$ cat config.mk
export PLATFORM = sky130hd
export DESIGN_NAME = dds_back
export DESIGN_NICKNAME = d
export VERILOG_FILES = /design/src/design/dds_pkg.sv /design/src/design/dds_back.sv
export SDC_FILE = /design/constraint.sdc
export NUM_CORES = 2
export LEC_CHECK = 0
export BUFFER_PORTS_ARGS = -buffer_cell sky130_fd_sc_hd__buf_2
export CAP_MARGIN = 25
export CORE_ASPECT_RATIO = 0.9
export CORE_UTILIZATION = 70
export DETAILED_ROUTE_END_ITERATION = 10
export PLACE_DENSITY = 0.95
export SYNTH_ARGS = -nofsm -noshare
export SYNTH_HDL_FRONTEND = slang
export SYNTH_SLANG_ARGS = --single-unit
$ cat constraint.sdc
create_clock -name clk -period 18.3 [get_ports clk]
set_input_delay 0.915 -clock clk [delete_from_list [all_inputs] [get_ports clk]]
set_output_delay 0.915 -clock clk [all_outputs]
set_load 0.01 [all_outputs]
$ cat src/design/dds_pkg.sv
// Shared types and constants for the differential drive setpoint shaper.
// No dependencies.
`default_nettype none
package dds_pkg;
  localparam int RATIO_FRAC_BITS = 16;
  localparam int RATIO_W  = RATIO_FRAC_BITS + 1;
  localparam logic [RATIO_W-1:0] RATIO_ONE = {1'b1, {RATIO_FRAC_BITS{1'b0}}};

  localparam int SPEED_W  = 24;
  localparam int RADIUS_W = 25;
  localparam int MAG_W    = RADIUS_W + 1;   // |curve + correction|
  localparam int OFS_W    = 10;
  localparam int LIM_W    = 23;
  localparam int MAXR_W   = 24;
  localparam int DEN_W    = 25;             // divisor / numerator magnitude
  localparam int NUM_W    = DEN_W + RATIO_FRAC_BITS;
  localparam int QUO_W    = NUM_W + 1;
  localparam int DIV_CNT_W = $clog2(NUM_W + 1);
  localparam int CFG_IDX_W  = 3;
  localparam int CFG_DATA_W = 24;
  localparam int MID_DEPTH  = 2;
  localparam int MID_PTR_W  = $clog2(MID_DEPTH);

  localparam logic [LIM_W-1:0]  RST_MAX_TRANS       = 23'd1000;
  localparam logic [LIM_W-1:0]  RST_MAX_WHEEL       = 23'd1300;
  localparam logic [LIM_W-1:0]  RST_ACCEL_STEP      = 23'd50;
  localparam logic [LIM_W-1:0]  RST_MAX_DECEL       = 23'd50;
  localparam logic [OFS_W-1:0]  RST_OFFSET          = 10'd100;
  localparam logic [MAXR_W-1:0] RST_STRAIGHT_RADIUS = 24'd2000;

  typedef enum logic [CFG_IDX_W-1:0] {
    CFG_MAX_TRANS       = 3'd0,
    CFG_MAX_WHEEL       = 3'd1,
    CFG_ACCEL_STEP      = 3'd2,
    CFG_MAX_DECEL       = 3'd3,
    CFG_LEFT_OFS        = 3'd4,
    CFG_RIGHT_OFS       = 3'd5,
    CFG_STRAIGHT_RADIUS = 3'd6
  } cfg_index_t;

  typedef struct packed {
    logic [LIM_W-1:0]  max_trans;
    logic [LIM_W-1:0]  max_wheel;
    logic [LIM_W-1:0]  accel_step;
    logic [LIM_W-1:0]  max_decel;
    logic [OFS_W-1:0]  left_offset;
    logic [OFS_W-1:0]  right_offset;
    logic [MAXR_W-1:0] straight_radius;
  } cfg_t;

  typedef struct packed {
    logic signed [SPEED_W-1:0] speed;
    logic [RATIO_W-1:0]        left_ratio;
    logic [RATIO_W-1:0]        right_ratio;
  } mid_item_t;

  typedef enum logic [2:0] {
    F_IDLE, F_SETUP, F_DIV, F_MAX, F_ADJ, F_PUSH
  } front_state_t;

  typedef enum logic [2:0] {
    B_IDLE, B_CLAMP, B_MUL, B_WHEEL, B_DIFF, B_SLEW, B_OUT
  } back_state_t;
endpackage
`default_nettype wire

$ cat src/design/dds_back.sv
// Back end: speed clamp, ratio scaling, wheel clamp and slew limit, one wheel
// at a time, plus the result register. Depends on dds_pkg.
`default_nettype none
module dds_back (
  input  wire logic                               clk,
  input  wire logic                               rst,
  input  wire dds_pkg::cfg_t                      cfg,
  input  wire logic                               mid_empty,
  output logic                                    mid_pop,
  input  wire dds_pkg::mid_item_t                 mid_item,
  output logic                                    empty,
  input  wire logic                               pop,
  output logic signed [dds_pkg::SPEED_W-1:0]      left_setpoint,
  output logic signed [dds_pkg::SPEED_W-1:0]      right_setpoint,
  output logic [dds_pkg::RATIO_W-1:0]             left_ratio,
  output logic [dds_pkg::RATIO_W-1:0]             right_ratio
);
  import dds_pkg::*;

  localparam int P_W = SPEED_W + RATIO_W + 1;
  localparam int A_W = LIM_W + RATIO_W;
  localparam int S_W = A_W + 2;
  localparam int C_W = SPEED_W + 1;
  localparam logic [RATIO_FRAC_BITS-1:0] RND = '1;

  back_state_t state, state_next;

  mid_item_t                 item;
  logic                      wsel, out_valid;
  logic signed [SPEED_W-1:0] v, w, res_l, last_l, last_r;
  logic signed [P_W-1:0]     pv;
  logic [A_W-1:0]            pa, pd;
  logic                      up, dn;
  logic signed [S_W-1:0]     sa, sd;

  logic [RATIO_W-1:0]        ratio;
  logic signed [SPEED_W-1:0] last;
  assign ratio = wsel ? item.right_ratio : item.left_ratio;
  assign last  = wsel ? last_r : last_l;

  // translation clamp
  logic signed [C_W-1:0] sp_w, mts_p, mts_n, v_next;
  assign sp_w   = {item.speed[SPEED_W-1], item.speed};
  assign mts_p  = $signed({2'b00, cfg.max_trans});
  assign mts_n  = -mts_p;
  assign v_next = (sp_w > mts_p) ? mts_p : (sp_w < mts_n) ? mts_n : sp_w;

  // scaled speed, truncated toward zero, then wheel clamp
  logic signed [P_W-1:0] pv_adj;
  logic signed [C_W-1:0] wq, mws_p, mws_n, w_next;
  assign pv_adj = pv + (pv[P_W-1] ? $signed({{(P_W-RATIO_FRAC_BITS){1'b0}}, RND}) : '0);
  assign wq     = pv_adj[RATIO_FRAC_BITS +: C_W];
  assign mws_p  = $signed({2'b00, cfg.max_wheel});
  assign mws_n  = -mws_p;
  assign w_next = (wq > mws_p) ? mws_p : (wq < mws_n) ? mws_n : wq;

  // slew check
  logic signed [C_W-1:0] diff;
  logic signed [S_W-1:0] base;
  assign diff = {w[SPEED_W-1], w} - {last[SPEED_W-1], last};
  assign base = {{(S_W-SPEED_W-RATIO_FRAC_BITS){last[SPEED_W-1]}}, last,
                 {RATIO_FRAC_BITS{1'b0}}};

  logic signed [S_W-1:0]     sa_adj, sd_adj;
  logic signed [SPEED_W-1:0] nw;
  assign sa_adj = sa + (sa[S_W-1] ? $signed({{(S_W-RATIO_FRAC_BITS){1'b0}}, RND}) : '0);
  assign sd_adj = sd + (sd[S_W-1] ? $signed({{(S_W-RATIO_FRAC_BITS){1'b0}}, RND}) : '0);
  assign nw = up ? sa_adj[RATIO_FRAC_BITS +: SPEED_W]
            : dn ? sd_adj[RATIO_FRAC_BITS +: SPEED_W] : w;

  always_comb begin
    state_next = state;
    case (state)
      B_IDLE:  if (!mid_empty) state_next = B_CLAMP;
      B_CLAMP: state_next = B_MUL;
      B_MUL:   state_next = B_WHEEL;
      B_WHEEL: state_next = B_DIFF;
      B_DIFF:  state_next = B_SLEW;
      B_SLEW:  state_next = wsel ? B_OUT : B_MUL;
      B_OUT:   if (!out_valid) state_next = B_IDLE;
      default: state_next = B_IDLE;
    endcase
  end

  always_comb begin
    mid_pop = (state == B_IDLE) && !mid_empty;
    empty   = !out_valid;
  end

  always_ff @(posedge clk) begin
    if (rst) begin
      state     <= B_IDLE;
      out_valid <= 1'b0;
      wsel      <= 1'b0;
      last_l    <= '0;
      last_r    <= '0;
    end else begin
      state <= state_next;
      if (state == B_IDLE) wsel <= 1'b0;
      if (state == B_SLEW) wsel <= 1'b1;
      if (state == B_OUT && !out_valid) begin
        out_valid <= 1'b1;
        last_l    <= res_l;
        last_r    <= w;
      end else if (pop && out_valid) begin
        out_valid <= 1'b0;
      end
    end
  end

  always_ff @(posedge clk) begin
    case (state)
      B_IDLE:  item <= mid_item;
      B_CLAMP: v <= v_next[SPEED_W-1:0];
      B_MUL: begin
        pv <= $signed(v) * $signed({1'b0, ratio});
        pa <= A_W'(cfg.accel_step * ratio);
        pd <= A_W'(cfg.max_decel * ratio);
      end
      B_WHEEL: w <= w_next[SPEED_W-1:0];
      B_DIFF: begin
        up <= diff > $signed({2'b00, cfg.accel_step});
        dn <= diff < -$signed({2'b00, cfg.max_decel});
        sa <= base + $signed({2'b00, pa});
        sd <= base - $signed({2'b00, pd});
      end
      B_SLEW: begin
        // left result parks in res_l; right stays in w until the result write
        if (!wsel) res_l <= nw;
        else w <= nw;
      end
      B_OUT: begin
        if (!out_valid) begin
          left_setpoint  <= res_l;
          right_setpoint <= w;
          left_ratio     <= item.left_ratio;
          right_ratio    <= item.right_ratio;
        end
      end
      default: ;
    endcase
  end
endmodule
`default_nettype wire

==> results_dict.tcl <==
set metrics [dict create \
    status "completed" \
    reg2reg_slack_ns 9.01 \
    cts_buffer_depth 3 \
    htree_levels 2 \
    ios 282 \
    track_usage 0.391 \
    synth_area_um2 67000 \
    worstPathCellList "mux2_2, buf_4, nand2_1, fa_1, fa_1, fa_1, fa_1, inv_1, fa_1, inv_1, fa_1, inv_1, ha_1, a21o_1, a21oi_1, o21ai_0, o21ai_0, o31ai_1, nor4b_1, nor3_1, a31o_2, o41ai_1, xnor2_1" \
    cts_buffers 49 \
    viasPerCell 6.23 \
    cts_hold_buf 0 \
    drive_above_1_share 0.0632 \
    cts_sinks 471 \
    startpoint_type "flip-flop" \
    grt_pass1_vias 55800 \
    crit_family "adder cells" \
    synth_cells 7127 \
    setup_viol 0 \
    setup-tns-final_ns 0 \
    max_stage_delay_ns 1.06 \
    dr.first_iter.drc_count 6048 \
    wl_per_cell_um 22.1 \
    cp.required_ns 18.65 \
    crit_arrival_ns 9.64 \
    yosysWarnings 0 \
    grt_pass1_wl_mm 293 \
    synth.distinct_cells 97 \
    critPathKind "reg2reg" \
    finalCritPeriodShare 0.508 \
    synthToLayoutAreaGrowth_pct 5.73 \
    synth.net_count 8950 \
    cts_tree "built" \
    path_clk_slew_ns 0.08 \
    slew_headroom 0.252 \
    place_congestion 1.00 \
    postCtsSetupBuffers 0 \
    ant_nets 0 \
    rsz0062_at_grt "false" \
    cp_num_buf_inv 4 \
    initial_utilization 0.707 \
    grt_antenna_before_repair 15 \
    period_needed_ns 9.29 \
    ys_async_sr_fraction 0 \
    yosysTopAreaCell "fa_1" \
    synth_top_area_frac 0.308 \
    dr_total_vias 52900 \
    ys.flop_type "edfxtp_1" \
    yosysSeqAreaShare 0.203 \
    core_area_um2 94700 \
    hold_violations 0 \
    fmax_ghz 0.108 \
    maxSlewViolCount 0 \
    layout.nets 8999 \
    drt_first_pass_iters 6 \
    die_x_um 328 \
    worst_pin_slew_ns 1.11 \
    drt-total-wl_mm 188 \
    hp-class "reg2reg" \
    synth.most_common_cell "inv_1" \
    die_y_um 295 \
    fin_skew_ns 0.0282 \
    maxCapViolCount 0 \
    synth_seq_cells 471 \
    post-dp-hpwl_mm 145 \
    grt_start_max_net_pins 86 \
    drc 0 \
    cts_root_buf "clkbuf_16" \
    synth_common_cells "inv_1, fa_1, nand2_1" \
    worstSkewPairLatency_ns 0.65 \
    die_area_um2 96900 \
    cpMostUsedCell "fa_1" \
    rows 107 \
    io_buffers 237 \
    synth_edf_count 418 \
    crit_path_top_delay_cell "dfxtp_4" \
    post_synth.cell_area_avg_um2 9.40 \
    overflow 0 \
    cts_resized 0 \
    synth_area_leaders "fa_1, edfxtp_1, ha_1, inv_1, nand2_1" \
    critPathMaxFanout 52 \
    end_kind "flip-flop" \
    fillers 5738 \
]
[through the flow]
step	hold slack [ns]	instance area, um^2	worst slack (ns)	util	cells
after detailed placement	0.405	69000	9.37	0.729	8375
after CTS	0.411	70700	9.30	0.747	8467
after global placement	0.401	69000	9.70	0.729	8374
after global routing	0.420	70800	8.82	0.748	8475
final	0.411	70800	9.01	0.748	8481
after floorplan	0.400	67000	10.77	-	7127
[worst register-to-register path: stages, from the launching register on]
cell	delay [ns]
dfxtp_4	1.06
mux2_2	0.85
buf_4	0.63
nand2_1	0.27
fa_1	0.55
fa_1	0.59
fa_1	0.45
fa_1	0.56
inv_1	0.05
fa_1	0.47
inv_1	0.05
fa_1	0.47
inv_1	0.05
ha_1	0.33
a21o_1	0.23
a21oi_1	0.34
o21ai_0	0.26
o21ai_0	0.23
o31ai_1	0.10
nor4b_1	0.35
nor3_1	0.17
a31o_2	0.30
o41ai_1	0.43
xnor2_1	0.21
[worst paths after layout]
path              endpoint  start  cells after the start
setup / recovery    pv[40]   wsel                     23
hold / removal       sa[8]  pa[8]                      0
setup reg to reg    pv[40]   wsel                     23
hold reg to reg      sa[8]  pa[8]                      0
[sequential cells by signal (all words and copies together) (netlist names)]
signal,count
sa,41
item,58
right_setpoint,24
dn,1
up,1
w,24
right_ratio,17
left_ratio,17
out_valid,1
pa,40
wsel,1
res_l,24
v,24
sd,41
pv,42
state,3
last_r,24
left_setpoint,24
last_l,24
pd,40
[layout by cell type, fill, tap and decap left out, types with 41 or more instances in the layout]
cell type,n
xnor2_1,234
ha_1,594
buf_2,237
nand3_1,62
clkbuf_16,52
nor3_1,75
edfxtp_1,418
o21ai_0,152
nor2_1,297
xor2_1,74
nand4_1,41
a21oi_1,286
a21o_1,103
mux2i_1,60
nand2_1,965
dfxtp_1,52
fa_1,1031
inv_1,1452
and2_1,387
[cell type report]
cell class	count	area, um^2	share of cell area
clock buffer	65	1410	0.0199
antenna	11	27.5	0.000389
timing repair buffer	280	1550	0.0220
inverter	1455	5460	0.0772
sequential	471	13600	0.192
clock inverter	27	279	0.00394
tap	1253	1570	0.0221
multi-input combinational	4919	46900	0.662
[routing by layer]
metal / track usage / vias up / wire [um]
met1: 0.506 / 25600 / 65900
met2: 0.605 / 3863 / 83100
met5: 0 / - / 40
li1: - / 22500 / -
met3: 0.110 / 879 / 27400
met4: 0.206 / 4 / 11200
[cell families (layout without fill, tap and decap cells)]
group                      after synthesis  after routing  share of synthesized area
DFF                                    471            471                      0.203
AOI/OAI and AO/OA                      837            837                     0.0796
other                                    0             11                          0
muxes                                   96             96                     0.0151
adders and majority gates             1625           1625                      0.419
buffers and inverters                 1737           1827                     0.0976
xor gates and xnor gates               308            308                     0.0403
and+or+nand+nor                       2053           2053                      0.145
Power is not shown: default switching activity piles up to over one toggle a cycle in this logic, so the estimate is an artifact.
