File: config.mk
export PLATFORM = sky130hd
export DESIGN_NAME = dds_fifo
export DESIGN_NICKNAME = d
export VERILOG_FILES = /design/src/design/dds_pkg.sv /design/src/design/dds_fifo.sv
export SDC_FILE = /design/constraint.sdc
export NUM_CORES = 1
export LEC_CHECK = 0
export ABC_CLOCK_PERIOD_IN_PS = 6100
export BUFFER_PORTS_ARGS = -buffer_cell sky130_fd_sc_hd__buf_2
export CAP_MARGIN = 10
export CORE_MARGIN = 3
export CORE_UTILIZATION = 38
export DETAILED_ROUTE_END_ITERATION = 8
export PLACE_DENSITY_LB_ADDON = 0.05
export SLEW_MARGIN = 20
export SYNTH_ARGS = -nofsm -noshare
export SYNTH_HDL_FRONTEND = slang
export SYNTH_SLANG_ARGS = --single-unit
File: constraint.sdc
create_clock -name clk -period 6.1 [get_ports clk]
set_input_delay 1.22 -clock clk [delete_from_list [all_inputs] [get_ports clk]]
set_output_delay 1.22 -clock clk [all_outputs]
set_load 0.01 [all_outputs]
File: src/design/dds_pkg.sv
// Shared types and constants for the differential drive setpoint shaper.
// No dependencies.
`default_nettype none
package dds_pkg;
  localparam int RATIO_FRAC_BITS = 16;
  localparam int RATIO_W  = RATIO_FRAC_BITS + 1;
  localparam logic [RATIO_W-1:0] RATIO_ONE = {1'b1, {RATIO_FRAC_BITS{1'b0}}};

  localparam int SPEED_W  = 24;
  localparam int RADIUS_W = 25;
  localparam int MAG_W    = RADIUS_W + 1;   // |curve + correction|
  localparam int OFS_W    = 10;
  localparam int LIM_W    = 23;
  localparam int MAXR_W   = 24;
  localparam int DEN_W    = 25;             // divisor / numerator magnitude
  localparam int NUM_W    = DEN_W + RATIO_FRAC_BITS;
  localparam int QUO_W    = NUM_W + 1;
  localparam int DIV_CNT_W = $clog2(NUM_W + 1);
  localparam int CFG_IDX_W  = 3;
  localparam int CFG_DATA_W = 24;
  localparam int MID_DEPTH  = 2;
  localparam int MID_PTR_W  = $clog2(MID_DEPTH);

  localparam logic [LIM_W-1:0]  RST_MAX_TRANS       = 23'd1000;
  localparam logic [LIM_W-1:0]  RST_MAX_WHEEL       = 23'd1300;
  localparam logic [LIM_W-1:0]  RST_ACCEL_STEP      = 23'd50;
  localparam logic [LIM_W-1:0]  RST_MAX_DECEL       = 23'd50;
  localparam logic [OFS_W-1:0]  RST_OFFSET          = 10'd100;
  localparam logic [MAXR_W-1:0] RST_STRAIGHT_RADIUS = 24'd2000;

  typedef enum logic [CFG_IDX_W-1:0] {
    CFG_MAX_TRANS       = 3'd0,
    CFG_MAX_WHEEL       = 3'd1,
    CFG_ACCEL_STEP      = 3'd2,
    CFG_MAX_DECEL       = 3'd3,
    CFG_LEFT_OFS        = 3'd4,
    CFG_RIGHT_OFS       = 3'd5,
    CFG_STRAIGHT_RADIUS = 3'd6
  } cfg_index_t;

  typedef struct packed {
    logic [LIM_W-1:0]  max_trans;
    logic [LIM_W-1:0]  max_wheel;
    logic [LIM_W-1:0]  accel_step;
    logic [LIM_W-1:0]  max_decel;
    logic [OFS_W-1:0]  left_offset;
    logic [OFS_W-1:0]  right_offset;
    logic [MAXR_W-1:0] straight_radius;
  } cfg_t;

  typedef struct packed {
    logic signed [SPEED_W-1:0] speed;
    logic [RATIO_W-1:0]        left_ratio;
    logic [RATIO_W-1:0]        right_ratio;
  } mid_item_t;

  typedef enum logic [2:0] {
    F_IDLE, F_SETUP, F_DIV, F_MAX, F_ADJ, F_PUSH
  } front_state_t;

  typedef enum logic [2:0] {
    B_IDLE, B_CLAMP, B_MUL, B_WHEEL, B_DIFF, B_SLEW, B_OUT
  } back_state_t;
endpackage
`default_nettype wire

File: src/design/dds_fifo.sv
// Two-entry queue between the ratio front end and the wheel back end.
// Depends on dds_pkg.
`default_nettype none
module dds_fifo (
  input  wire logic               clk,
  input  wire logic               rst,
  input  wire logic               push,
  input  wire dds_pkg::mid_item_t wdata,
  output logic                    full,
  input  wire logic               pop,
  output dds_pkg::mid_item_t      rdata,
  output logic                    empty
);
  import dds_pkg::*;

  mid_item_t            slots [MID_DEPTH];
  logic [MID_PTR_W-1:0] wr_ptr, rd_ptr;
  logic [MID_PTR_W:0]   count;

  assign full  = count == (MID_PTR_W+1)'(MID_DEPTH);
  assign empty = count == '0;
  assign rdata = slots[rd_ptr];

  always_ff @(posedge clk) begin
    if (rst) begin
      wr_ptr <= '0;
      rd_ptr <= '0;
      count  <= '0;
    end else begin
      if (push) wr_ptr <= wr_ptr + 1'b1;
      if (pop)  rd_ptr <= rd_ptr + 1'b1;
      if (push && !pop) count <= count + (MID_PTR_W+1)'(1);
      else if (pop && !push) count <= count - (MID_PTR_W+1)'(1);
    end
  end

  always_ff @(posedge clk) begin
    if (push) slots[wr_ptr] <= wdata;
  end
endmodule
`default_nettype wire

==> results of run 1 <==
-- logic make-up (layout without fill, tap and decap cells) --
logic type | Yosys count | count (layout) | share of synthesized area [%]
AOI/OAI and AO/OA | 2 | 2 | 0.224
xor gates and xnor gates | 4 | 4 | 0.785
adders and majority gates | 1 | 1 | 0.280
buffers and inverters | 7 | 156 | 1.09
DFF | 121 | 121 | 80.3
muxes | 58 | 58 | 16.3
and+or+nand+nor | 9 | 9 | 1.04
-- flip-flops by register name, indices dropped and copies added, names as in the netlist, named ones only --
register,flops
count,2
rd_ptr,1
wr_ptr,1
slots,116
-- critical path, cell delays in order, from the launching register on --
cell and delay [ns]:
dfxtp_4 0.94, mux2_2 0.43, buf_2 0.14
-- cell usage after synthesis --
master,number,area (µm²)
xor2_1,2,17.5
and2b_2,1,8.76
ha_1,1,12.5
edfxtp_1,116,3480
a21oi_1,1,5.00
inv_1,1,3.75
mux2_4,20,300
and2_1,1,6.26
mux2_2,38,428
o21ai_0,1,5.00
buf_6,2,22.5
buf_4,1,7.51
buf_2,3,15.0
nor2_1,5,18.8
nor2b_1,1,6.26
xnor2_1,2,17.5
or3_1,1,6.26
dfxtp_1,5,100
-- area by class of cell --
type / instances / area [µm²] / share of cell area (%)
sequential: 121 / 3590 / 61.9
multi-input combinational: 74 / 841 / 14.5
timing repair buffer: 123 / 621 / 10.7
clock buffer: 19 / 433 / 7.47
tap: 140 / 175 / 3.02
clock inverter: 13 / 134 / 2.31
inverter: 1 / 3.75 / 0.0648
-- per-stage QoR --
step / instances / hold slack, ns
4_1_cts: 491 / 0.511
3_5_place_dp: 459 / 0.504
3_3_place_gp: 459 / 0.486
2_1_floorplan: 202 / 0.461
6_report: 491 / 0.514
5_1_grt: 491 / 0.532
-- per-layer routing --
metal / global-route usage (%) / vias to the layer above / share of wire, %
li1: - / 1069 / -
met1: 14.0 / 1099 / 40
met2: 20.5 / 78 / 50
met3: 7.93 / 6 / 9.0
met4: 4.99 / 0 / 0.89
met5: 0 / - / 0
-- how the worst max path moves through the flow --
stage	startpoint	to	slack (ns)	cells past startpoint
after floorplan	push	slots[0][0]$_DFFE_PP_	1.84	1
after CTS	register	rdata[3]	2.87	2
after global routing	register	rdata[48]	2.81	2
after global placement	push	slots[0][15]$_DFFE_PP_	3.07	3
final	register	rdata[48]	2.91	2
after detailed placement	push	slots[0][15]$_DFFE_PP_	3.02	3
-- power breakdown --
part           internal (µW)  switching (µW)  total (µW)
clock network            629             318         947
logic                    101            90.9         192
registers                971            29.7        1000
total                   1700             438        2140
==> impl_metrics.env, run 1 <==
export IMPL_finalPower_uw=2140
export IMPL_nFillCells=937
export IMPL_via_count=2252
export IMPL_maxCapViolations=0
export IMPL_timing_setup_tns_ns=0
export IMPL_ctsResizeCount=0
export IMPL_io_pins=122
export IMPL_fmax_ghz=0.314
export IMPL_fin_nets=401
export IMPL_status="finished clean"
export IMPL_drc_errors=0
export IMPL_setup_viol=0
export IMPL_worst_pin_slew_ns=0.935
export IMPL_first_global_vias=2393
export IMPL_yosys_cell_types_count=18
export IMPL_drive_above_1_share_pct=59.8
export IMPL_htreeDepth=4
export IMPL_slew_violations=0
export IMPL_dpl_worst_slack_ns=3.02
export IMPL_cp_max_fo=58
export IMPL_synth_fp_nets=265
export IMPL_gp_congestion=0.662
export IMPL_final_util_pct=51.9
export IMPL_path_clk_slew_ns=0.05
export IMPL_fin_crit_ns=3.19
export IMPL_vdd_drop_max_v=0.000193
export IMPL_power_density_nw_per_um2=369
export IMPL_post_cts_setup_buffer_count=0
export IMPL_root_buffer="clkbuf_16"
export IMPL_worstHoldPathType="register to register"
export IMPL_cts_tree="yes"
export IMPL_fin_crit_sh_pct=52.3
export IMPL_reg2reg_from="wr_ptr$_SDFFE_PP0P_"
export IMPL_r2r_setup_slack_ns=4.15
export IMPL_grt_max_degree=59
export IMPL_grt_pass1_wl_um=12200
export IMPL_postLayoutCellArea_um2=5790
export IMPL_final_common_cell="buf_2"
export IMPL_firstDrtPassIters=6
export IMPL_area_growth_pct=29.8
export IMPL_drtIter0Drc=104
export IMPL_layout_common_cells="buf_2, edfxtp_1, mux2_2, mux2_4, clkbuf_16"
export IMPL_critPathRequiredTime_ns=4.88
export IMPL_synth_area_um2=4460
export IMPL_clkSinkCount=121
export IMPL_n_antenna_cell=0
export IMPL_die_x_um=114
export IMPL_ctsHoldBuffers=0
export IMPL_initial_utilization_pct=40.0
export IMPL_rows=38
export IMPL_max_slew_margin_rel_pct=37.7
export IMPL_clk_path_buf_depth=2
export IMPL_synth_warnings=0
export IMPL_placed_area_um2=5230
export IMPL_cp_end_kind="primary output"
export IMPL_dp_hpwl_um=5110
export IMPL_antenna_found_initial=0
export IMPL_setup_slack_ns=2.91
export IMPL_core_area_um2=11200
export IMPL_rr_worst_depth=2
export IMPL_ant_nets=0
export IMPL_regToRegEndpoint="slots[0][23]$_DFFE_PP_"
export IMPL_fin_worst_skew_ns=0.00587
export IMPL_die_area_um2=13100
export IMPL_track_usage_pct=12.9
export IMPL_cts_inserted_buffers=17
export IMPL_synth_avg_cell_area_um2=22.1
export IMPL_arrival_ns=1.97
export IMPL_min_from="rd_ptr$_SDFFE_PP0P_"
export IMPL_min_to="rd_ptr$_SDFFE_PP0P_"
export IMPL_ys_seq_elements=121
export IMPL_die_h_um=114
export IMPL_syn_inst=202
export IMPL_grt_remaining_overflow=0
export IMPL_p_leak_uw=0.00225
export IMPL_rsz0062_at_grt="false"
export IMPL_viasPerCell=4.59
export IMPL_clk_latency_ns=0.40
export IMPL_critPathKind="register to primary output"
export IMPL_seq_area_frac_synth_pct=80.3
export IMPL_numPortBuffers=121
export IMPL_cp_start_kind="register"
export IMPL_hold_depth=2
export IMPL_wl_um=8000
export IMPL_wl_per_cell_um=16.3
export IMPL_hold_violations=0
(Power assumes the default switching activity.)
==> run 2, diff against run 1 <==
- ABC_CLOCK_PERIOD_IN_PS: 6100 -> 2700
- clock period: 6.1 -> 2.7 ns (I/O delays scaled with it)
==> run 2 against run 1 <==
Against the previous run:
- count of clock-buffer cells in the layout decreased by 1
- cell count increased by 1.0%
- die area unchanged
- critical endpoint is now rdata[52]
- setup slack got worse by 2.5 ns
- routed wire length decreased by 0.94%
- sequential power increased by 120%
- combinational power increased by 150%
- final area increased by 0.58%
- non-clock buffer count increased by 5
- clock power increased by 110%
- highest routed layer unchanged
==> impl_metrics.env, run 2 (synthesis gave the netlist of run 1 again) <==
export IMPL_status="finished clean"
export IMPL_dp_cells=464
export IMPL_final_common_cell="buf_2"
export IMPL_fmax_ghz=0.432
export IMPL_drive_above_1_share_pct=61.5
export IMPL_cp_max_fo=19
export IMPL_first_global_vias=2511
export IMPL_grt_max_degree=35
export IMPL_setup_viol=0
export IMPL_ctsResizeCount=0
export IMPL_n_antenna_cell=0
export IMPL_die_h_um=114
export IMPL_fin_worst_skew_ns=0.0157
export IMPL_worstHoldPathType="primary input to register"
export IMPL_worst_pin_slew_ns=0.479
export IMPL_dp_hpwl_um=5310
export IMPL_clk_latency_ns=0.40
export IMPL_nFillCells=932
export IMPL_path_clk_slew_ns=0.06
export IMPL_multi_input_area_um2=841
export IMPL_whs_ns=0.318
export IMPL_fin_crit_ns=2.31
export IMPL_ctsHoldBuffers=0
export IMPL_gp_congestion=0.654
export IMPL_clk_path_buf_depth=2
export IMPL_cp_start_kind="register"
export IMPL_postLayoutCellArea_um2=5830
export IMPL_ant_nets=0
export IMPL_largest_reg_flops=116
export IMPL_placed_area_um2=5290
export IMPL_die_x_um=114
export IMPL_fin_nets=406
export IMPL_hold_violations=0
export IMPL_critPathKind="register to primary output"
export IMPL_final_cell_count_no_fill=496
export IMPL_seq_area_um2=3590
export IMPL_antenna_found_initial=0
export IMPL_area_growth_pct=30.5
export IMPL_slew_violations=0
export IMPL_post_cts_setup_buffer_count=0
export IMPL_firstDrtPassIters=4
export IMPL_track_usage_pct=12.7
export IMPL_viasPerCell=4.66
export IMPL_via_count=2310
export IMPL_timing_setup_tns_ns=0
export IMPL_max_slew_margin_rel_pct=68.0
export IMPL_htreeDepth=4
export IMPL_core_area_um2=11200
export IMPL_arrival_ns=1.77
export IMPL_rsz0062_at_grt="false"
export IMPL_rows=38
export IMPL_drtIter0Drc=116
export IMPL_p_leak_uw=0.00225
export IMPL_layout_common_cells="buf_2, edfxtp_1, mux2_2, mux2_4, clkbuf_16"
export IMPL_power_density_nw_per_um2=806
export IMPL_io_pins=122
export IMPL_root_buffer="clkbuf_16"
export IMPL_cp_end_kind="primary output"
export IMPL_cts_tree="yes"
export IMPL_cts_inserted_buffers=17
export IMPL_initial_utilization_pct=40.0
export IMPL_numPortBuffers=121
export IMPL_die_area_um2=13100
export IMPL_vdd_drop_max_v=0.000736
export IMPL_top_regs="slots: 116 flops, count: 2 flops"
export IMPL_wl_per_cell_um=16.0
export IMPL_wl_um=7930
export IMPL_fin_crit_sh_pct=85.7
export IMPL_grt_pass1_wl_um=12200
export IMPL_maxCapViolations=0
export IMPL_top_register="slots"
export IMPL_clkSinkCount=121
export IMPL_drc_errors=0
export IMPL_critPathRequiredTime_ns=2.16
export IMPL_grt_remaining_overflow=0
## run 2: worst paths after layout
check	from	end	slack [ns]	cells past startpoint
setup / recovery	register	rdata[52]	0.39	3
hold reg to reg	count[1]$_SDFFE_PP0P_	count[1]$_SDFFE_PP0P_	0.51	2
setup reg to reg	wr_ptr$_SDFFE_PP0P_	slots[1][2]$_DFFE_PP_	1.20	2
hold / removal	wdata[56]	slots[1][56]$_DFFE_PP_	0.32	1
## run 2: final cells by class
class | instances | share of cell area, %
flip-flops and latches | 121 | 61.6
multi-input cells | 74 | 14.4
repair buffers | 128 | 11.7
clock buffers | 18 | 7.36
well taps | 140 | 3.01
clock inverters | 14 | 1.87
inverters | 1 | 0.0644
## run 2: worst max-delay path, stage by stage (launching register included)
cell	delay [ns]
dfxtp_4	0.50
buf_4	0.34
mux2_2	0.39
buf_2	0.15
## run 2: report_power, final
| part | switching (µW) | internal [µW] |
|---|---|---|
| clock network | 747 | 1250 |
| registers | 37.5 | 2190 |
| logic | 236 | 241 |
## run 2: layer usage
| layer | GRT usage [%] | vias to the layer above | part of all wire (%) |
|---|---|---|---|
| li1 | - | 1082 | - |
| met1 | 13.4 | 1138 | 40 |
| met2 | 21.7 | 82 | 51 |
| met3 | 5.66 | 8 | 7.6 |
| met4 | 5.70 | 0 | 1.4 |
| met5 | 0 | - | 0 |
## run 2: through the flow
stage | util (%) | total power [µW] | setup WS [ns]
floorplan | - | 2540 | 0.205
global placement | 47.3 | 2750 | 0.782
detailed placement | 47.3 | 2760 | 0.783
CTS | 52.2 | 4770 | 0.351
global route | 52.2 | 4890 | 0.301
finish | 52.2 | 4700 | 0.387
