--- config.mk ---
export PLATFORM = sky130hd
export DESIGN_NAME = dds_front
export DESIGN_NICKNAME = d
export VERILOG_FILES = /design/src/design/dds_pkg.sv /design/src/design/dds_div.sv /design/src/design/dds_front.sv
export SDC_FILE = /design/constraint.sdc
export NUM_CORES = 1
export LEC_CHECK = 0
export BUFFER_PORTS_ARGS = -buffer_cell sky130_fd_sc_hd__buf_2
export CORE_MARGIN = 2
export CORE_UTILIZATION = 35
export CTS_CLUSTER_SIZE = 14
export DETAILED_ROUTE_END_ITERATION = 6
export HOLD_SLACK_MARGIN = 0.1
export PLACE_DENSITY = 0.5
export REMOVE_ABC_BUFFERS = 1
export SYNTH_ARGS = -nofsm -noshare
export SYNTH_HDL_FRONTEND = slang
export SYNTH_SLANG_ARGS = --single-unit
--- constraint.sdc ---
create_clock -name clk -period 10.4 [get_ports clk]
set_clock_uncertainty 0.15 [all_clocks]
set_input_delay 1.04 -clock clk [delete_from_list [all_inputs] [get_ports clk]]
set_output_delay 1.04 -clock clk [all_outputs]
set_load 0.03 [all_outputs]
--- src/design/dds_pkg.sv ---
// Shared types and constants for the differential drive setpoint shaper.
// No dependencies.
`default_nettype none
package dds_pkg;
  localparam int RATIO_FRAC_BITS = 16;
  localparam int RATIO_W  = RATIO_FRAC_BITS + 1;
  localparam logic [RATIO_W-1:0] RATIO_ONE = {1'b1, {RATIO_FRAC_BITS{1'b0}}};

  localparam int SPEED_W  = 24;
  localparam int RADIUS_W = 25;
  localparam int MAG_W    = RADIUS_W + 1;   // |curve + correction|
  localparam int OFS_W    = 10;
  localparam int LIM_W    = 23;
  localparam int MAXR_W   = 24;
  localparam int DEN_W    = 25;             // divisor / numerator magnitude
  localparam int NUM_W    = DEN_W + RATIO_FRAC_BITS;
  localparam int QUO_W    = NUM_W + 1;
  localparam int DIV_CNT_W = $clog2(NUM_W + 1);
  localparam int CFG_IDX_W  = 3;
  localparam int CFG_DATA_W = 24;
  localparam int MID_DEPTH  = 2;
  localparam int MID_PTR_W  = $clog2(MID_DEPTH);

  localparam logic [LIM_W-1:0]  RST_MAX_TRANS       = 23'd1000;
  localparam logic [LIM_W-1:0]  RST_MAX_WHEEL       = 23'd1300;
  localparam logic [LIM_W-1:0]  RST_ACCEL_STEP      = 23'd50;
  localparam logic [LIM_W-1:0]  RST_MAX_DECEL       = 23'd50;
  localparam logic [OFS_W-1:0]  RST_OFFSET          = 10'd100;
  localparam logic [MAXR_W-1:0] RST_STRAIGHT_RADIUS = 24'd2000;

  typedef enum logic [CFG_IDX_W-1:0] {
    CFG_MAX_TRANS       = 3'd0,
    CFG_MAX_WHEEL       = 3'd1,
    CFG_ACCEL_STEP      = 3'd2,
    CFG_MAX_DECEL       = 3'd3,
    CFG_LEFT_OFS        = 3'd4,
    CFG_RIGHT_OFS       = 3'd5,
    CFG_STRAIGHT_RADIUS = 3'd6
  } cfg_index_t;

  typedef struct packed {
    logic [LIM_W-1:0]  max_trans;
    logic [LIM_W-1:0]  max_wheel;
    logic [LIM_W-1:0]  accel_step;
    logic [LIM_W-1:0]  max_decel;
    logic [OFS_W-1:0]  left_offset;
    logic [OFS_W-1:0]  right_offset;
    logic [MAXR_W-1:0] straight_radius;
  } cfg_t;

  typedef struct packed {
    logic signed [SPEED_W-1:0] speed;
    logic [RATIO_W-1:0]        left_ratio;
    logic [RATIO_W-1:0]        right_ratio;
  } mid_item_t;

  typedef enum logic [2:0] {
    F_IDLE, F_SETUP, F_DIV, F_MAX, F_ADJ, F_PUSH
  } front_state_t;

  typedef enum logic [2:0] {
    B_IDLE, B_CLAMP, B_MUL, B_WHEEL, B_DIFF, B_SLEW, B_OUT
  } back_state_t;
endpackage
`default_nettype wire

--- src/design/dds_div.sv ---
// Restoring serial divider, one quotient bit per cycle, unsigned operands.
// Depends on dds_pkg.
`default_nettype none
module dds_div (
  input  wire logic                      clk,
  input  wire logic                      rst,
  input  wire logic                      start,
  input  wire logic [dds_pkg::NUM_W-1:0] num,
  input  wire logic [dds_pkg::DEN_W-1:0] den,
  output logic                           done,
  output logic [dds_pkg::NUM_W-1:0]      quo
);
  import dds_pkg::*;

  logic [DEN_W-1:0]     rem;
  logic [DIV_CNT_W-1:0] cnt;
  logic                 run;
  logic [DEN_W:0]       trial;
  logic [DEN_W:0]       trial_sub;
  logic                 fits;

  assign trial     = {rem, quo[NUM_W-1]};
  assign trial_sub = trial - {1'b0, den};
  assign fits      = trial >= {1'b0, den};

  always_ff @(posedge clk) begin
    if (rst) begin
      run  <= 1'b0;
      done <= 1'b0;
      cnt  <= '0;
    end else begin
      done <= 1'b0;
      if (start) begin
        run <= 1'b1;
        cnt <= DIV_CNT_W'(NUM_W);
      end else if (run) begin
        cnt <= cnt - DIV_CNT_W'(1);
        if (cnt == DIV_CNT_W'(1)) begin
          run  <= 1'b0;
          done <= 1'b1;
        end
      end
    end
  end

  // numerator shifts out the top while quotient bits shift in
  always_ff @(posedge clk) begin
    if (start) begin
      rem <= '0;
      quo <= num;
    end else if (run) begin
      rem <= fits ? trial_sub[DEN_W-1:0] : trial[DEN_W-1:0];
      quo <= {quo[NUM_W-2:0], fits};
    end
  end
endmodule
`default_nettype wire

--- src/design/dds_front.sv ---
// Front end: accepts commands and computes both wheel ratios (Q1.F).
// Depends on dds_pkg and dds_div.
`default_nettype none
module dds_front (
  input  wire logic                                clk,
  input  wire logic                                rst,
  input  wire dds_pkg::cfg_t                       cfg,
  input  wire logic                                push,
  output logic                                     full,
  input  wire logic signed [dds_pkg::SPEED_W-1:0]  speed_command,
  input  wire logic signed [dds_pkg::RADIUS_W-1:0] curve_radius,
  input  wire logic signed [dds_pkg::RADIUS_W-1:0] radius_correction,
  input  wire logic                                mid_full,
  output logic                                     mid_push,
  output dds_pkg::mid_item_t                       mid_item
);
  import dds_pkg::*;

  localparam int WIDE = MAG_W + 2;
  localparam logic signed [QUO_W-1:0] ONE_Q = {{(QUO_W-RATIO_W){1'b0}}, RATIO_ONE};

  front_state_t state, state_next;

  logic signed [SPEED_W-1:0] speed;
  logic [MAG_W-1:0]          r;
  logic                      neg;
  logic                      sign_l, sign_r;
  logic signed [QUO_W-1:0]   lq, rq, excess;
  logic                      over;
  logic [RATIO_W-1:0]        ratio_l, ratio_r;

  // accept: effective radius
  logic signed [RADIUS_W:0] s_sum;
  logic [MAG_W-1:0]         r_next;
  assign s_sum  = {curve_radius[RADIUS_W-1], curve_radius}
                + {radius_correction[RADIUS_W-1], radius_correction};
  assign r_next = s_sum[RADIUS_W] ? MAG_W'(-s_sum) : MAG_W'(s_sum);

  // setup: numerators and denominator
  logic signed [WIDE-1:0] rs, lo_s, ro_s, dd, nl, nr, nl_abs, nr_abs, dd_abs;
  logic                   curved, d_zero, div_start;
  assign rs     = $signed({2'b00, r});
  assign lo_s   = $signed({{(WIDE-OFS_W){1'b0}}, cfg.left_offset});
  assign ro_s   = $signed({{(WIDE-OFS_W){1'b0}}, cfg.right_offset});
  assign dd     = rs + ro_s - lo_s;
  assign nl     = neg ? rs + lo_s : rs - lo_s;
  assign nr     = neg ? rs - ro_s : rs + ro_s;
  assign nl_abs = nl[WIDE-1] ? -nl : nl;
  assign nr_abs = nr[WIDE-1] ? -nr : nr;
  assign dd_abs = dd[WIDE-1] ? -dd : dd;
  assign curved = r < {{(MAG_W-MAXR_W){1'b0}}, cfg.straight_radius};
  assign d_zero = dd == '0;

  logic [NUM_W-1:0] num_l, num_r, quo_l, quo_r;
  logic             done_l, done_r, div_done;
  assign num_l = {nl_abs[DEN_W-1:0], {RATIO_FRAC_BITS{1'b0}}};
  assign num_r = {nr_abs[DEN_W-1:0], {RATIO_FRAC_BITS{1'b0}}};
  assign div_done = done_l && done_r;

  dds_div u_div_l (
    .clk(clk), .rst(rst), .start(div_start), .num(num_l),
    .den(dd_abs[DEN_W-1:0]), .done(done_l), .quo(quo_l)
  );
  dds_div u_div_r (
    .clk(clk), .rst(rst), .start(div_start), .num(num_r),
    .den(dd_abs[DEN_W-1:0]), .done(done_r), .quo(quo_r)
  );

  logic signed [QUO_W-1:0] ql_abs, qr_abs, mx;
  logic signed [QUO_W:0]   la, ra, ex_w;
  assign ql_abs = $signed({1'b0, quo_l});
  assign qr_abs = $signed({1'b0, quo_r});
  assign mx     = (lq > rq) ? lq : rq;
  assign ex_w   = over ? {excess[QUO_W-1], excess} : '0;
  assign la     = {lq[QUO_W-1], lq} - ex_w;
  assign ra     = {rq[QUO_W-1], rq} - ex_w;

  always_comb begin
    state_next = state;
    case (state)
      F_IDLE:  if (push) state_next = F_SETUP;
      F_SETUP: state_next = (curved && !d_zero) ? F_DIV : F_MAX;
      F_DIV:   if (div_done) state_next = F_MAX;
      F_MAX:   state_next = F_ADJ;
      F_ADJ:   state_next = F_PUSH;
      F_PUSH:  if (!mid_full) state_next = F_IDLE;
      default: state_next = F_IDLE;
    endcase
  end

  always_comb begin
    full      = state != F_IDLE;
    div_start = (state == F_SETUP) && curved && !d_zero;
    mid_push  = (state == F_PUSH) && !mid_full;
  end

  always_ff @(posedge clk) begin
    if (rst) begin
      state <= F_IDLE;
    end else begin
      state <= state_next;
    end
  end

  always_ff @(posedge clk) begin
    case (state)
      F_IDLE: begin
        speed <= speed_command;
        r     <= r_next;
        neg   <= curve_radius[RADIUS_W-1];
      end
      F_SETUP: begin
        sign_l <= nl[WIDE-1] ^ dd[WIDE-1];
        sign_r <= nr[WIDE-1] ^ dd[WIDE-1];
        lq     <= ONE_Q;
        rq     <= ONE_Q;
      end
      F_DIV: begin
        if (div_done) begin
          lq <= sign_l ? -ql_abs : ql_abs;
          rq <= sign_r ? -qr_abs : qr_abs;
        end
      end
      F_MAX: begin
        over   <= mx > ONE_Q;
        excess <= mx - ONE_Q;
      end
      F_ADJ: begin
        ratio_l <= la[QUO_W] ? '0 : la[RATIO_W-1:0];
        ratio_r <= ra[QUO_W] ? '0 : ra[RATIO_W-1:0];
      end
      default: ;
    endcase
  end

  assign mid_item.speed       = speed;
  assign mid_item.left_ratio  = ratio_l;
  assign mid_item.right_ratio = ratio_r;
endmodule
`default_nettype wire

==> run summary <==
iteration count of the initial detailed-routing pass: 5
Finished Cell Area: 33,400 sq um
Cells after Synth: 3,306
Die Width: 295 um
Slowest cell on crit path: sky130_fd_sc_hd__a221oi_2
cell-internal power: 5.27 mW
Largest stage delay, worst path: 490 ps
VDD IR max: 0.000157 V
type of destination of the critical path: register
number of warnings issued by yosys: 0
Cell Pwr Density: 285 nW/um^2
post-route antenna net violation count: 0
setup repair after global routing missed its margin: no
grt met3 use: 2.21%
placer congestion estimate: 0.876
grt met2 use: 29.7%
final worst path period need: 9080 ps
most frequently used flop master after synthesis: sky130_fd_sc_hd__edfxtp_1
filler cell count in the final layout: 8,647
number of failing setup endpoints in the final timing report: 0
Switching Power: 4.23 mW
die extent in y: 295 um
number of rows in the core area: 106
insertion delay to the later sink of the worst-skew pair: 600 ps
DR iter-0 viols: 1,249
setup tns final: 0 ps
final number of hold-violating endpoints: 0
routed via count: 23,800
sequential power share: 25.4%
CORE AREA: 83,800 sq um
number of synthesized flops with an enable pin: 264
max-cap check violation count: 0
final core area utilization: 39.8%
worst reg-to-reg path cell count: 33
max-slew violation count: 0
TritonCTS clock tree: built
Final nets: 3,930
post-synthesis instance area: 29,700 sq um
most used cell, CP: sky130_fd_sc_hd__o21ai_0
proportion of synthesized chip area in sequential cells: 33.5%
Post-synth top cells: 321 x sky130_fd_sc_hd__nor2_1, 281 x sky130_fd_sc_hd__nand2_1, 275 x sky130_fd_sc_hd__ha_1
Sink Count: 365
Area contributors post-synth: sky130_fd_sc_hd__edfxtp_1 27%, sky130_fd_sc_hd__ha_1 12%, sky130_fd_sc_hd__dfxtp_1 6.8%
clock root buffer master: sky130_fd_sc_hd__clkbuf_16
Area growth, synth to finish: 12.5%
per-instance average area after synthesis: 8.97 sq um
static leakage power: 13.4 nW
GRT Residual Overflow: 0
post-synth top area cell: sky130_fd_sc_hd__edfxtp_1
Req. time, crit path: 10,760 ps
area share of the largest cell type after synthesis: 26.7%
pin count of the biggest net entering global routing: 82
ys async rst share: 0%
DRC viols: 0
total placed instance area: 31,700 sq um
die area: 87,100 sq um
run status: finished, final reports clean
Crit path arrival time: 9450 ps
area taken by flip-flops and latches: 9960 sq um
number of placed instances, taps included: 4,515
drt total wl: 77.6 mm
proportion of layout cells with a drive suffix above 1: 11.6%
Relative slew margins: 34.5%
Synth Register Bits: 365
Top Ports: 274
Routed WL per cell: 16.9 um
startpoint type of the worst setup path: primary input
count of buffers added by post-CTS timing repair for setup: 0
Worst-Margin Slew: 980 ps
non-filler cells, final: 4,605
CTS clock-pin slew for the worst setup and hold paths: 60 ps
crit-path max FO: 11
number of buffers inserted during clock tree synthesis: 48
Crit Path Category: primary input to register
overall routing resource usage: 17.6%
met1 track demand over resource: 24.4%
Resized Gates After CTS: 0
area taken by multi-input logic gates: 18,400 sq um
most used routing layer: met2
number of vias per cell: 5.16
share of total power in the clock network: 18.1%
Hold Path Stages: 2
effective utilization at floorplan: 35.4%
switching share of power: 44.5%
via count of the first global-routing pass: 22,900
timing-limited maximum frequency: 110 MHz
initial antenna violation count: 4
global-route wire length before repair: 125 mm
count of input and output buffers: 181
most common cell in the synthesized netlist: sky130_fd_sc_hd__nor2_1
Comb power frac: 56.5%
number of H-tree branching levels: 2
final cycle utilization of the critical path: 87.3%
half-perimeter wire length after placement: 60.1 mm
path type of the worst min-delay path: register to register
maximum number of buffers from clock root to sink: 3
number of buffers inserted for hold repair after clock tree synthesis: 0
number of distinct library cells after synthesis: 110
power by group through the flow:
stage | registers [mW] | logic (mW) | clock network, mW
4_1_cts | 2.41 | 5.41 | 1.78
3_5_place_dp | 2.44 | 5.37 | 0
6_report | 2.41 | 5.37 | 1.72
3_3_place_gp | 2.44 | 5.36 | 0
5_1_grt | 2.47 | 6.03 | 1.84
2_1_floorplan | 2.38 | 4.13 | 0
sequential cells by signal, summed over array words and instances (netlist names), 24 cells and up:
signal,flops
speed,24
u_div_r.quo,41
lq,42
r,26
excess,42
rq,42
u_div_l.quo,41
u_div_r.rem,25
u_div_l.rem,25
through the flow:
| stage | power, mW | setup slack, ps | hold slack [ps] |
|---|---|---|---|
| after floorplan | 6.51 | -2420 | 308 |
| after global placement | 7.79 | 886 | 338 |
| after detailed placement | 7.81 | 745 | 342 |
| after CTS | 9.59 | 1330 | 353 |
| after global routing | 10.3 | 497 | 376 |
| final | 9.50 | 1320 | 349 |
worst paths after layout:
| check | startpoint | endpoint | slack (ps) |
|---|---|---|---|
| setup / recovery | cfg[24] | u_div_r.rem[24] | 1320 |
| hold / removal | u_div_r.rem[15] | u_div_r.rem[15] | 350 |
| hold reg to reg | u_div_r.rem[15] | u_div_r.rem[15] | 350 |
| setup reg to reg | r[1] | u_div_r.rem[24] | 1390 |
metal layers:
metal	part of all wire, %	wire length (um)
met1	49	37800
met2	47	36200
met3	3.2	2460
met4	1.4	1100
met5	0.067	52
worst max-delay path, delay by kind of cell:
family          cells  cell delay, ps
compound gates     16            4360
xor+xnor            1             170
fa+ha+maj           4            1140
buf+inv             4             630
mux                 1             270
simple gates        9            1810
placed cells by master (no fill, tap or decap), types with 46 or more instances in the layout:
master and instances:
sky130_fd_sc_hd__nor4_1 47, sky130_fd_sc_hd__ha_1 275, sky130_fd_sc_hd__nand2_1 281, sky130_fd_sc_hd__nand3_1 62, sky130_fd_sc_hd__nor3_1 106, sky130_fd_sc_hd__nor2_1 319
sky130_fd_sc_hd__clkbuf_16 49, sky130_fd_sc_hd__a21o_1 84, sky130_fd_sc_hd__inv_1 190, sky130_fd_sc_hd__a21oi_1 184, sky130_fd_sc_hd__xor2_1 143, sky130_fd_sc_hd__nor2b_1 46
sky130_fd_sc_hd__edfxtp_1 264, sky130_fd_sc_hd__a211oi_1 48, sky130_fd_sc_hd__o21ai_0 152, sky130_fd_sc_hd__xnor2_1 179, sky130_fd_sc_hd__buf_2 181, sky130_fd_sc_hd__dfxtp_1 99
sky130_fd_sc_hd__mux2i_1 116
logic make-up after synthesis:
family / count (synthesis) / synth area share [%]
and+or+nand+nor: 1109 / 18.1
AOI/OAI and AO/OA: 749 / 16.9
DFF: 365 / 33.5
buffers and inverters: 329 / 4.48
xor gates and xnor gates: 327 / 9.78
adders and majority gates: 286 / 12.3
muxes: 141 / 4.88
cell type report:
| cell class | count | share of cell area (%) |
|---|---|---|
| Tap cell | 1134 | 4.25 |
| Sequential cell | 365 | 29.8 |
| Inverter | 192 | 2.16 |
| Clock inverter | 23 | 0.900 |
| Timing Repair Buffer | 212 | 3.45 |
| Clock buffer | 66 | 4.12 |
| Multi-Input combinational cell | 2612 | 55.3 |
| Antenna cell | 1 | 0.00750 |
(Power assumes the default switching activity.)
